$ cat config.mk
export PLATFORM = sky130hd
export DESIGN_NAME = scalar_kalman_filter_top
export DESIGN_NICKNAME = d
export VERILOG_FILES = /design/src/skf_pkg.sv /design/src/scalar_kalman_filter_top.sv /design/src/skf_sequencer.sv /design/src/skf_datapath.sv
export SDC_FILE = /design/constraint.sdc
export NUM_CORES = 2
export LEC_CHECK = 0
export ABC_CLOCK_PERIOD_IN_PS = 10400
export BUFFER_PORTS_ARGS = -buffer_cell sky130_fd_sc_hd__buf_4
export CAP_MARGIN = 30
export CORE_ASPECT_RATIO = 2
export CORE_UTILIZATION = 41
export DETAILED_ROUTE_END_ITERATION = 8
export SLEW_MARGIN = 15
export SYNTH_ARGS = -nofsm -noshare
export SYNTH_HDL_FRONTEND = slang
export SYNTH_SLANG_ARGS = --single-unit
$ cat constraint.sdc
create_clock -name clk -period 10.4 [get_ports clk]
set_clock_uncertainty 0.15 [all_clocks]
set_input_delay 2.08 -clock clk [delete_from_list [all_inputs] [get_ports clk]]
set_output_delay 2.08 -clock clk [all_outputs]
set_load 0.1 [all_outputs]
$ cat src/skf_pkg.sv
`timescale 1ns / 1ps
// Shared types, codes and microcode program of the scalar Kalman filter.
// No dependencies; imported by the sequencer, the datapath and the top level.
package skf_pkg;

  // Configuration register indexes
  localparam int CFG_IDX_W = 3;
  localparam logic [CFG_IDX_W-1:0] REG_INIT_EST   = 3'd0;
  localparam logic [CFG_IDX_W-1:0] REG_INIT_COV   = 3'd1;
  localparam logic [CFG_IDX_W-1:0] REG_PROC_NOISE = 3'd2;
  localparam logic [CFG_IDX_W-1:0] REG_MEAS_NOISE = 3'd3;

  // Register reset values
  localparam int unsigned RST_INIT_COV   = 65536;
  localparam int unsigned RST_PROC_NOISE = 655;
  localparam int unsigned RST_MEAS_NOISE = 6554;

  // Datapath operations
  localparam int OP_W = 3;
  localparam logic [OP_W-1:0] OP_IDLE   = 3'd0;
  localparam logic [OP_W-1:0] OP_PRED   = 3'd1;
  localparam logic [OP_W-1:0] OP_DENOM  = 3'd2;
  localparam logic [OP_W-1:0] OP_DIV0   = 3'd3;
  localparam logic [OP_W-1:0] OP_DIVN   = 3'd4;
  localparam logic [OP_W-1:0] OP_MINIT  = 3'd5;
  localparam logic [OP_W-1:0] OP_MUL    = 3'd6;
  localparam logic [OP_W-1:0] OP_UPDATE = 3'd7;

  // Sequencing conditions
  localparam logic [1:0] CND_NEXT     = 2'd0;
  localparam logic [1:0] CND_WAIT_IN  = 2'd1;
  localparam logic [1:0] CND_LOOP     = 2'd2;
  localparam logic [1:0] CND_WAIT_OUT = 2'd3;

  // Loop counter loads
  localparam logic [1:0] CNT_NONE = 2'd0;
  localparam logic [1:0] CNT_DIV  = 2'd1;
  localparam logic [1:0] CNT_MUL  = 2'd2;

  localparam int STEP_W = 3;

  typedef struct packed {
    logic [OP_W-1:0]   op;
    logic [1:0]        cond;
    logic [1:0]        cnt_ld;
    logic [STEP_W-1:0] target;
  } uword_t;

  typedef struct packed {
    logic [OP_W-1:0] op;
    logic            go;
  } ctrl_t;

  // Microcode program, one control word per step
  function automatic uword_t ucode(input logic [STEP_W-1:0] step);
    uword_t w;
    w = '{op: OP_IDLE, cond: CND_WAIT_IN, cnt_ld: CNT_NONE, target: 3'd0};
    unique case (step)
      3'd0: w = '{op: OP_IDLE,   cond: CND_WAIT_IN,  cnt_ld: CNT_NONE, target: 3'd0};
      3'd1: w = '{op: OP_PRED,   cond: CND_NEXT,     cnt_ld: CNT_NONE, target: 3'd0};
      3'd2: w = '{op: OP_DENOM,  cond: CND_NEXT,     cnt_ld: CNT_NONE, target: 3'd0};
      3'd3: w = '{op: OP_DIV0,   cond: CND_NEXT,     cnt_ld: CNT_DIV,  target: 3'd0};
      3'd4: w = '{op: OP_DIVN,   cond: CND_LOOP,     cnt_ld: CNT_NONE, target: 3'd4};
      3'd5: w = '{op: OP_MINIT,  cond: CND_NEXT,     cnt_ld: CNT_MUL,  target: 3'd0};
      3'd6: w = '{op: OP_MUL,    cond: CND_LOOP,     cnt_ld: CNT_NONE, target: 3'd6};
      3'd7: w = '{op: OP_UPDATE, cond: CND_WAIT_OUT, cnt_ld: CNT_NONE, target: 3'd0};
      default: ;
    endcase
    return w;
  endfunction

endpackage

$ cat src/scalar_kalman_filter_top.sv
`timescale 1ns / 1ps
// Top level of the scalar Kalman filter: configuration registers, output
// register and assertions. Depends on skf_pkg, skf_sequencer, skf_datapath.

// Scalar random-walk Kalman filter in fixed point (DATA_WIDTH bits, FRAC_BITS
// fraction bits). Each request on the in_ channel carries one signed
// measurement; the block answers with one out_ request holding the updated
// estimate. A small microcode program steps a shared datapath: predict, form
// the denominator, run a restoring divider for the gain (FRAC_BITS+1 steps),
// then a shift-add loop that forms both gain products at once (FRAC_BITS+1
// steps). The next request is taken as soon as the program returns to its
// idle step, even while the previous result still waits in the output
// register; the update step then holds until that result is taken. Any write
// to one of the four configuration registers reloads the estimate and
// covariance from the initial registers; write only while idle.
module scalar_kalman_filter_top
  import skf_pkg::*;
#(
  parameter int DATA_WIDTH = 32,
  parameter int FRAC_BITS  = 16
) (
  input  logic                         clk,
  input  logic                         rst_n,
  input  logic                         in_valid,
  output logic                         in_ready,
  input  logic signed [DATA_WIDTH-1:0] in_measurement,
  output logic                         out_valid,
  input  logic                         out_ready,
  output logic signed [DATA_WIDTH-1:0] out_filtered_value,
  input  logic                         cfg_we,
  input  logic [CFG_IDX_W-1:0]         cfg_index,
  input  logic [DATA_WIDTH-1:0]        cfg_data
);

  localparam int W = DATA_WIDTH;

  logic [W-1:0] init_est_r, init_cov_r, proc_noise_r, meas_noise_r;
  logic [W-1:0] reload_est, reload_cov, result;
  logic         reload;
  logic         out_valid_r, out_valid_nxt;
  logic [W-1:0] out_value_r;
  logic         out_free, upd_go;
  ctrl_t        ctrl;

  // Configuration: store the write, and reload the state with the new value
  // bypassed in so the reload sees the register as written.
  always_comb begin
    reload     = 1'b0;
    reload_est = init_est_r;
    reload_cov = init_cov_r;
    if (cfg_we) begin
      unique case (cfg_index)
        REG_INIT_EST: begin
          reload     = 1'b1;
          reload_est = cfg_data;
        end
        REG_INIT_COV: begin
          reload     = 1'b1;
          reload_cov = cfg_data;
        end
        REG_PROC_NOISE, REG_MEAS_NOISE: reload = 1'b1;
        default: ;  // drop writes beyond the register list
      endcase
    end
  end

  always_ff @(posedge clk) begin
    if (!rst_n) begin
      init_est_r   <= '0;
      init_cov_r   <= W'(RST_INIT_COV);
      proc_noise_r <= W'(RST_PROC_NOISE);
      meas_noise_r <= W'(RST_MEAS_NOISE);
    end else if (cfg_we) begin
      if (cfg_index == REG_INIT_EST)   init_est_r   <= cfg_data;
      if (cfg_index == REG_INIT_COV)   init_cov_r   <= cfg_data;
      if (cfg_index == REG_PROC_NOISE) proc_noise_r <= cfg_data;
      if (cfg_index == REG_MEAS_NOISE) meas_noise_r <= cfg_data;
    end
  end

  // Output register: the update step waits here until the slot is free.
  assign out_free = !out_valid_r || out_ready;

  skf_sequencer #(
    .FRAC_BITS(FRAC_BITS)
  ) u_seq (
    .clk      (clk),
    .rst_n    (rst_n),
    .in_valid (in_valid),
    .out_free (out_free),
    .in_ready (in_ready),
    .ctrl     (ctrl)
  );

  skf_datapath #(
    .DATA_WIDTH(DATA_WIDTH),
    .FRAC_BITS (FRAC_BITS)
  ) u_dp (
    .clk           (clk),
    .rst_n         (rst_n),
    .ctrl          (ctrl),
    .reload        (reload),
    .reload_est    (reload_est),
    .reload_cov    (reload_cov),
    .process_noise (proc_noise_r),
    .meas_noise    (meas_noise_r),
    .measurement   (in_measurement),
    .result        (result)
  );

  assign upd_go = (ctrl.op == OP_UPDATE) && ctrl.go;

  always_comb begin
    out_valid_nxt = out_valid_r;
    if (out_ready) out_valid_nxt = 1'b0;
    if (upd_go)    out_valid_nxt = 1'b1;
  end

  always_ff @(posedge clk) begin
    if (!rst_n) out_valid_r <= 1'b0;
    else        out_valid_r <= out_valid_nxt;
  end

  // hold the result until the request is taken
  always_ff @(posedge clk) begin
    if (upd_go) out_value_r <= result;
  end

  assign out_valid          = out_valid_r;
  assign out_filtered_value = out_value_r;

  // An accepted request puts the sequencer to work: no second accept follows.
  a_busy_after_accept: assert property (@(posedge clk) disable iff (!rst_n)
    (in_valid && in_ready) |=> !in_ready)
    else $error("input accepted again right after an accept");

  // A new result never overwrites one that is still waiting.
  a_no_overwrite: assert property (@(posedge clk) disable iff (!rst_n)
    upd_go |-> (!out_valid_r || out_ready))
    else $error("result overwrote a pending result");

  // Reset leaves no result pending.
  a_reset_clears: assert property (@(posedge clk)
    !rst_n |=> !out_valid)
    else $error("result pending after reset");

endmodule

$ cat src/skf_sequencer.sv
`timescale 1ns / 1ps
// Microcode sequencer: step counter, loop counter and conditional jumps.
// Depends on skf_pkg for the program table and the control codes.
module skf_sequencer
  import skf_pkg::*;
#(
  parameter int FRAC_BITS = 16
) (
  input  logic  clk,
  input  logic  rst_n,
  input  logic  in_valid,
  input  logic  out_free,
  output logic  in_ready,
  output ctrl_t ctrl
);

  localparam int CNT_W = $clog2(FRAC_BITS + 1);

  logic [STEP_W-1:0] pc_r, pc_nxt;
  logic [CNT_W-1:0]  cnt_r, cnt_nxt;
  uword_t            uw;
  logic              go;

  assign uw = ucode(pc_r);

  always_comb begin
    go      = 1'b1;
    pc_nxt  = pc_r;
    cnt_nxt = cnt_r;
    unique case (uw.cond)
      CND_NEXT: begin
        pc_nxt = STEP_W'(pc_r + 1'b1);
      end
      CND_WAIT_IN: begin
        go = in_valid;
        if (go) pc_nxt = STEP_W'(pc_r + 1'b1);
      end
      CND_LOOP: begin
        if (cnt_r != '0) begin
          cnt_nxt = CNT_W'(cnt_r - 1'b1);
          pc_nxt  = uw.target;
        end else begin
          pc_nxt = STEP_W'(pc_r + 1'b1);
        end
      end
      CND_WAIT_OUT: begin
        go = out_free;
        if (go) pc_nxt = uw.target;
      end
      default: ;
    endcase
    // loop counts: the loop step runs count+1 times
    if (go && uw.cnt_ld == CNT_DIV) cnt_nxt = CNT_W'(FRAC_BITS - 1);
    if (go && uw.cnt_ld == CNT_MUL) cnt_nxt = CNT_W'(FRAC_BITS);
  end

  always_ff @(posedge clk) begin
    if (!rst_n) begin
      pc_r  <= '0;
      cnt_r <= '0;
    end else begin
      pc_r  <= pc_nxt;
      cnt_r <= cnt_nxt;
    end
  end

  assign in_ready = (uw.cond == CND_WAIT_IN);
  assign ctrl.op  = uw.op;
  assign ctrl.go  = go;

endmodule

$ cat src/skf_datapath.sv
`timescale 1ns / 1ps
// Filter datapath: prediction, restoring gain divider, shift-add multipliers
// and the state update. Depends on skf_pkg; driven by skf_sequencer.
module skf_datapath
  import skf_pkg::*;
#(
  parameter int DATA_WIDTH = 32,
  parameter int FRAC_BITS  = 16
) (
  input  logic                  clk,
  input  logic                  rst_n,
  input  ctrl_t                 ctrl,
  input  logic                  reload,
  input  logic [DATA_WIDTH-1:0] reload_est,
  input  logic [DATA_WIDTH-1:0] reload_cov,
  input  logic [DATA_WIDTH-1:0] process_noise,
  input  logic [DATA_WIDTH-1:0] meas_noise,
  input  logic [DATA_WIDTH-1:0] measurement,
  output logic [DATA_WIDTH-1:0] result
);

  localparam int W  = DATA_WIDTH;
  localparam int F  = FRAC_BITS;
  localparam int AW = W + F + 2;
  localparam logic [F:0] ONE = {1'b1, {F{1'b0}}};

  logic [W-1:0]  est_r, cov_r, z_r, p_r;
  logic [W:0]    innov_r, den_r, rem_r, mag_r;
  logic          neg_r;
  logic [F:0]    q_r, ga_r, gb_r;
  logic [AW-1:0] acc_a_r, acc_b_r;

  logic [W:0]    psum, dsum, innov_c;
  logic [W-1:0]  p_sat;
  logic [W+1:0]  trial, dsub;
  logic          qbit;
  logic [W+1:0]  delta, est_ext, sum;

  assign psum    = {1'b0, cov_r} + {1'b0, process_noise};
  assign p_sat   = psum[W] ? {W{1'b1}} : psum[W-1:0];
  assign innov_c = {z_r[W-1], z_r} - {est_r[W-1], est_r};
  assign dsum    = {1'b0, p_r} + {1'b0, meas_noise};

  // first divider step compares without shifting
  assign trial = (ctrl.op == OP_DIV0) ? {1'b0, rem_r} : {rem_r, 1'b0};
  assign dsub  = trial - {1'b0, den_r};
  assign qbit  = (trial >= {1'b0, den_r}) && (den_r != '0);

  assign delta   = acc_a_r[W+F+1:F];
  assign est_ext = {{2{est_r[W-1]}}, est_r};
  assign sum     = neg_r ? (est_ext - delta) : (est_ext + delta);

  // clamp to the signed range
  always_comb begin
    if (sum[W+1] == sum[W] && sum[W] == sum[W-1]) result = sum[W-1:0];
    else if (sum[W+1])                              result = {1'b1, {(W-1){1'b0}}};
    else                                            result = {1'b0, {(W-1){1'b1}}};
  end

  always_ff @(posedge clk) begin
    if (!rst_n) begin
      est_r <= '0;
      cov_r <= W'(RST_INIT_COV);
    end else if (reload) begin
      est_r <= reload_est;
      cov_r <= reload_cov;
    end else if (ctrl.op == OP_UPDATE && ctrl.go) begin
      est_r <= result;
      cov_r <= acc_b_r[W+F-1:F];
    end
  end

  always_ff @(posedge clk) begin
    unique case (ctrl.op)
      OP_IDLE: begin
        if (ctrl.go) z_r <= measurement;
      end
      OP_PRED: begin
        p_r     <= p_sat;
        innov_r <= innov_c;
      end
      OP_DENOM: begin
        den_r <= dsum;
        rem_r <= {1'b0, p_r};
        q_r   <= '0;
        neg_r <= innov_r[W];
        mag_r <= innov_r[W] ? (W+1)'(-innov_r) : innov_r;
      end
      OP_DIV0, OP_DIVN: begin
        rem_r <= qbit ? dsub[W:0] : trial[W:0];
        q_r   <= {q_r[F-1:0], qbit};
      end
      OP_MINIT: begin
        ga_r    <= q_r;
        gb_r    <= ONE - q_r;
        acc_a_r <= '0;
        acc_b_r <= '0;
      end
      OP_MUL: begin
        acc_a_r <= {acc_a_r[AW-2:0], 1'b0} + (ga_r[F] ? {{(F+1){1'b0}}, mag_r} : '0);
        acc_b_r <= {acc_b_r[AW-2:0], 1'b0} + (gb_r[F] ? {{(F+2){1'b0}}, p_r} : '0);
        ga_r    <= {ga_r[F-1:0], 1'b0};
        gb_r    <= {gb_r[F-1:0], 1'b0};
      end
      default: ;
    endcase
  end

endmodule
* Yosys cells after proc, flatten, opt, wreduce, memory -nomap -nowiden
Memory sizes are Yosys's and may differ from the RTL's. A register that Yosys moved wholly into a read port is not among the register bits.
Index checks and enable logic that the tools add are counted.
** Storage, ports and cells
- Register bits after elaboration :: 579
- Bits in read-only memories :: 72
- Input bits :: 72
- Output and inout port bits :: 34
- Memories :: 1
** Operators by class
- Add/subtract/negate cells :: 12
- Order comparisons :: 1
- Eq/ne operators :: 19
- Multiplexer cells :: 37
- Bitwise operators :: 1
- Reductions and logical operators :: 29
** Memory list
- (no name shown) :: depth 8, width 9, rd ports 1, clocked after memory_dff 1, wr ports 0, RTL line skf_pkg.sv:58 : unique case (step)
** Operator list (count)
- 32-bit two-way mux :: 12
- 17-bit case mux with 2 select lines :: 3
- 50-bit case mux with 2 select lines :: 1
- 48-bit case mux with 2 select lines :: 1
- 34-bit two-way mux :: 2
- 32-bit by 32-bit adder with 33-bit output :: 2
- 33-bit two-way mux :: 2
- 33-bit case mux with 2 select lines :: 1
- 50-bit adder :: 1
- 48-bit by 32-bit adder with 48-bit output :: 1
- 34-bit adder :: 1
- 34-bit by 33-bit greater-or-equal comparator with 1-bit output :: 1
- 34-bit subtractor :: 1
- 33-bit negation :: 1
- 33-bit nonzero test :: 1
- 32-bit by 32-bit subtractor with 33-bit output :: 1
- 33-bit subtractor :: 1
- 5-bit two-way mux :: 4
- 17-bit subtractor, first input constant :: 1
- 3-bit two-way mux :: 5
- 3-bit by 2-bit equality test with 1-bit output, second input constant :: 4
- 3-bit equality test, second input constant :: 4
- 3-bit case mux with 4 select lines :: 1
- 2-bit AND reduction :: 6
- other kinds (21) :: 41

* Logic depth before layout (Yosys ltp)
- Depth after elaboration :: 7
- Mapped depth :: 22

* Cells and area by module
Synthesis repeated with hierarchy kept, for this count alone.
** Second synthesis, totals
- Cell total of the unflattened synthesis :: 4124
- Area, all modules :: 38090.3 um2
** Modules (own cells, without submodules)
- skf_datapath :: instances 1, cells an instance 3455, area an instance 30553.1 um2, sequential area each 11641.2 um2
- scalar_kalman_filter_top :: instances 1, cells an instance 576, area an instance 6715.2 um2, sequential area each 3543.4 um2
- skf_sequencer :: instances 1, cells an instance 93, area an instance 822.0 um2, sequential area each 340.3 um2

* Worst setup path after synthesis
OpenSTA, ideal clock, no wires.
- Path type :: input -> register
- Start :: input port out_ready
- End :: register u_dp.z_r[0] (enable)
- Library setup time :: 594 ps
- Arrival time :: 7430 ps
- Setup slack :: 2226 ps
- Stages :: 4
- Cell sequence :: nor2b_1 > nand2_1 > o21ai_0 > a2111oi_0
** Between the ends
- Word-level cells in the longest chain between the ends :: 3
** Ends and longest elaborated chain
- start: declaration :: RTL line scalar_kalman_filter_top.sv:28 : input logic out_ready,
- 1-bit logical OR :: RTL line scalar_kalman_filter_top.sv:82 : assign out_free = !out_valid_r || out_ready;
- 1-bit case mux with 2 select lines :: RTL line skf_sequencer.sv:30 : unique case (uw.cond)
- 2-bit AND reduction (no source line)
- end signal: assignment :: RTL line skf_datapath.sv:76 : if (ctrl.go) z_r <= measurement;
- end: declaration :: RTL line skf_datapath.sv:27 : logic [W-1:0] est_r, cov_r, z_r, p_r;
No other way between the ends.
A chain may end at the register's enable or synchronous reset.

* Final worst setup path
- Start :: register u_dp.acc_a_r[16]
- End :: register u_dp.est_r[14]
** Between the ends
- Word-level cells in the longest chain between the ends :: 7
- Elaborated cells between the ends (all ways) :: 10
** Ends and longest elaborated chain
- start: declaration :: RTL line skf_datapath.sv:31 : logic [AW-1:0] acc_a_r, acc_b_r;
- start signal: assignment :: RTL line skf_datapath.sv:100 : acc_a_r <= {acc_a_r[AW-2:0], 1'b0} + (ga_r[F] ? {{(F+1){1'b0}}, mag_r} : '0);
- 34-bit adder or 34-bit subtractor (tied branches) :: RTL line skf_datapath.sv:51 : assign sum = neg_r ? (est_ext - delta) : (est_ext + delta);
- 34-bit two-way mux (*) :: RTL line skf_datapath.sv:51
- 1-bit equality test :: RTL line skf_datapath.sv:55 : if (sum[W+1] == sum[W] && sum[W] == sum[W-1]) result = sum[W-1:0];
- 1-bit logical AND :: RTL line skf_datapath.sv:55
- 32-bit two-way mux (*) :: RTL line skf_datapath.sv:55
- 32-bit two-way mux (*) :: RTL line skf_datapath.sv:67 : end else if (ctrl.op == OP_UPDATE && ctrl.go) begin
- 32-bit two-way mux (*) :: RTL line skf_datapath.sv:64 : end else if (reload) begin
- end signal: assignment :: RTL line skf_datapath.sv:65 : est_r <= reload_est;
- end signal: assignment :: RTL line skf_datapath.sv:68 : est_r <= result;
- end: declaration :: RTL line skf_datapath.sv:27
Mark *: on every way between the ends. The rest lies on a longest branch, timed or not. The select of a mux whose other input is x is not followed.

==> flow_metrics.py <==
metrics = {
    "final_layout": {
        "nNetsFinal": 4239,
        "register_area_sq_mm": 0.01552,
        "syn2layout_area_growth_pct": 11.22,
        "multi_input_area_sq_mm": 0.01919,
        "drive_above_1_share_pct": 7.640,
        "fill_cells": 8345,
    },
    "setup_path": {
        "startpoint_type": "register",
        "cp_top_family": "simple AND/OR/NAND/NOR gates",
        "slowest_delay_ps": 950,
        "worstPathArrival_ps": 7090,
        "startpoint": "u_dp.acc_a_r[16]",
        "endpoint_kind": "register",
        "timing_worst_setup_path_type": "register to register",
        "path_depth": 19,
        "reg2regPathDepth": 19,
        "r2r_start": "u_dp.acc_a_r[16]",
        "cp_slowest_cell": "and3_1",
        "ff2ff_setup_slack_ps": 3650,
        "crit_buf_inv": 1,
        "crit_end": "u_dp.est_r[14]",
        "rr_endpoint": "u_dp.est_r[14]",
        "crit_path_max_fanout": 34,
        "path_cells": "inv_1 > ha_1 > nand2_1 > nor4_1 > and2_1 > nor2b_1 > nor2_1 > xnor2_1 > ha_1 > nand4_1 > or3_1 > a211oi_1 > o21a_1 > nor2_1 > o31ai_1 > xor2_1 > o22ai_4 > and3_1 > a21oi_1",
        "cp_data_required_time_ps": 10740,
    },
    "floorplanning": {
        "rows": 152,
        "initial_core_util_pct": 41.54,
        "fp.dieW_um": 210.9,
        "die_area_sq_mm": 0.08854,
        "core_area_sq_mm": 0.08615,
        "die_y_um": 419.8,
        "io-pin-count": 106,
    },
    "clocking": {
        "cts_sinks": 587,
        "ctsResizeCount": 0,
        "clk_pin_slew_ps": 70,
        "postCtsSetupBuffers": 0,
        "cts_buffer_depth": 3,
        "cts_htree_levels": 2,
        "root_buffer": "clkbuf_16",
        "cts_buffers": 57,
        "cts_hold_buf": 0,
        "insertion_delay_ps": 660,
        "cts_tree": "built",
    },
    "timing": {
        "tightest_slew_ps": 986.3,
        "clock.fmax_mhz": 148.2,
        "hold_viol": 0,
        "setup_ws_ps": 3654,
        "setup_tns_ps": 0,
        "slew_violations": 0,
        "grt_setup_unrepaired": "false",
        "period_share_pct": 64.87,
        "hold-worst-slack_ps": 317.5,
        "finalCriticalPeriod_ps": 6746,
        "setup_viol": 0,
        "relSlewSlack_pct": 33.64,
    },
    "placed_design": {
        "dpl.hpwl_um": 85080,
        "port_buffers": 105,
        "place.gp.congestion": 0.9447,
        "post-place-ws_ps": 3560,
    },
    "routing": {
        "viasPerCell": 5.577,
        "vias": 28660,
        "drc_errors": 0,
        "wire_per_inst_um": 21.33,
        "routed_wl_um": 109600,
        "drt_iter0_drc": 1611,
        "first_pass_iters": 5,
        "ant_nets": 0,
    },
    "synthesis": {
        "synth_top_family_by_area": "simple AND/OR/NAND/NOR gates",
        "async_flop_share_pct": 0,
        "synth_top_area_cell": "edfxtp_1",
        "synth_flop_cell": "edfxtp_1",
        "ys_seq_area_share_pct": 43.38,
        "synth_fa_ha_area_share_pct": 8.433,
        "ys_warn_count": 0,
        "yosys.area.top_type_share_pct": 31.64,
        "synth_compound_area_share_pct": 18.00,
        "synth-xor-area-share_pct": 6.800,
        "synth_edf_count": 377,
        "synth.area.top_cells": "edfxtp_1 32%, dfxtp_1 12%, ha_1 8.0%",
        "ys_ff_latch": 587,
        "netlist_area_sq_mm": 0.03579,
        "syn-num-nets": 4190,
        "yosys.area_share.simple_pct": 18.46,
        "syn_avg_cell_area_sq_um": 9.221,
        "netlist_instances": 3881,
        "synthMuxAreaShare_pct": 1.601,
        "yosysUniqueCellTypes": 76,
    },
    "pwr": {
        "peakVddDrop_mv": 0.1712,
        "p_leak_nw": 15.93,
        "pwr_density_cell_mw_per_mm2": 248.9,
    },
    "global_routing": {
        "grtUsageTotal_pct": 24.73,
        "grt-ovfl-total": 0,
        "grt_pass1_vias": 29230,
        "antenna_found_initial": 4,
        "grt_max_degree": 90,
        "grt_pass1_wl_um": 166500,
    },
    "flow_run": {
        "maxCapViolCount": 0,
    },
    "outcome": {
        "status": "completed",
    },
    "min_path": {
        "hold_path_class": "register to register",
    },
}
[Yosys cell counts (60+ instances only)]
library cell / instances
nor3_1: 60
and2_1: 98
nand2_1: 649
xor2_1: 82
a21oi_1: 285
a21o_1: 116
nor2b_1: 61
edfxtp_1: 377
o21ai_0: 152
nor2_1: 254
inv_1: 148
xnor2_1: 194
clkbuf_1: 147
ha_1: 230
nand3_1: 71
a21boi_0: 95
dfxtp_1: 210
[worst reg2reg max path, delay by kind of cell (launching register included)]
family	cells	cell delay [ps]
AO/OA/AOI/OAI	5	2090
flip-flops	1	470
AND/OR/NAND/NOR	9	2800
buffers and inverters	1	90
XOR/XNOR	2	390
adder cells (fa/ha/maj)	2	610
[metal layers]
layer	GRT usage (%)	share of wire [%]	vias to the layer above
met5	0	0	-
met4	14.60	6.3	0
met3	2.459	3.1	256
met2	50.10	56	590
met1	23.34	34	13870
li1	-	-	13950
[cell families (layout without fill, tap and decap cells)]
kind of cell	after synthesis	count (layout)
xor+xnor	277	277
flops	587	587
buf+inv	310	408
mux	57	57
fa+ha+maj	237	237
compound gates	983	983
simple gates	1430	1430
other cells	0	5
[layout by cell type (no fill, tap or decap), types with 71 or more instances in the layout]
cell type,instances
and2_1,98
nor2_1,251
nand3_1,71
xnor2_1,194
ha_1,230
a21oi_1,282
o21ai_0,151
a21boi_0,95
dfxtp_1,210
nand2_1,649
buf_4,148
xor2_1,82
inv_1,147
a21o_1,116
edfxtp_1,377
[how the worst min path moves through the flow]
stage                    startpoint             end  slack (ps)  depth (start not counted)
floorplan           u_dp.innov_r[0]   u_dp.mag_r[0]         280                          0
global placement     init_cov_r[16]  init_cov_r[16]         300                          2
detailed placement  u_dp.innov_r[0]   u_dp.mag_r[0]         310                          0
CTS                 u_dp.innov_r[0]   u_dp.mag_r[0]         320                          0
global route        u_dp.innov_r[0]   u_dp.mag_r[0]         320                          0
finish              u_dp.innov_r[0]   u_dp.mag_r[0]         320                          0
[area by class of cell]
| type | count | area share (%) |
|---|---|---|
| antenna | 5 | 0.03144 |
| clock inverter | 22 | 0.4590 |
| inverter | 148 | 1.399 |
| clock buffer | 86 | 4.351 |
| timing repair buffer | 152 | 2.902 |
| sequential | 587 | 39.01 |
| multi-input combinational | 2984 | 48.22 |
| tap | 1155 | 3.631 |
[sequential cells by signal (all words and copies together), names as in the netlist, 33 cells and up]
| register | cells |
|---|---|
| u_dp.acc_a_r | 50 |
| u_dp.acc_b_r | 48 |
| u_dp.den_r | 33 |
| u_dp.innov_r | 33 |
| u_dp.mag_r | 33 |
| u_dp.rem_r | 33 |
[through the flow]
stage	util (%)	cell area, sq um	total power [mW]	std cells
after floorplan	-	35790	6.592	3881
after global placement	43.89	37820	7.705	5021
after detailed placement	43.95	37870	7.761	5025
after CTS	46.18	39780	9.950	5133
after global routing	46.19	39800	10.48	5138
final	46.20	39800	9.905	5139
[power by group]
| group | internal, mW | leakage (nW) | total, mW | switching [mW] |
|---|---|---|---|---|
| sequential | 3.20 | 5.22 | 3.53 | 0.329 |
| combinational | 1.57 | 9.76 | 4.21 | 2.63 |
| clock | 1.18 | 0.940 | 2.17 | 0.984 |
Power figures use the tool's default switching activity.
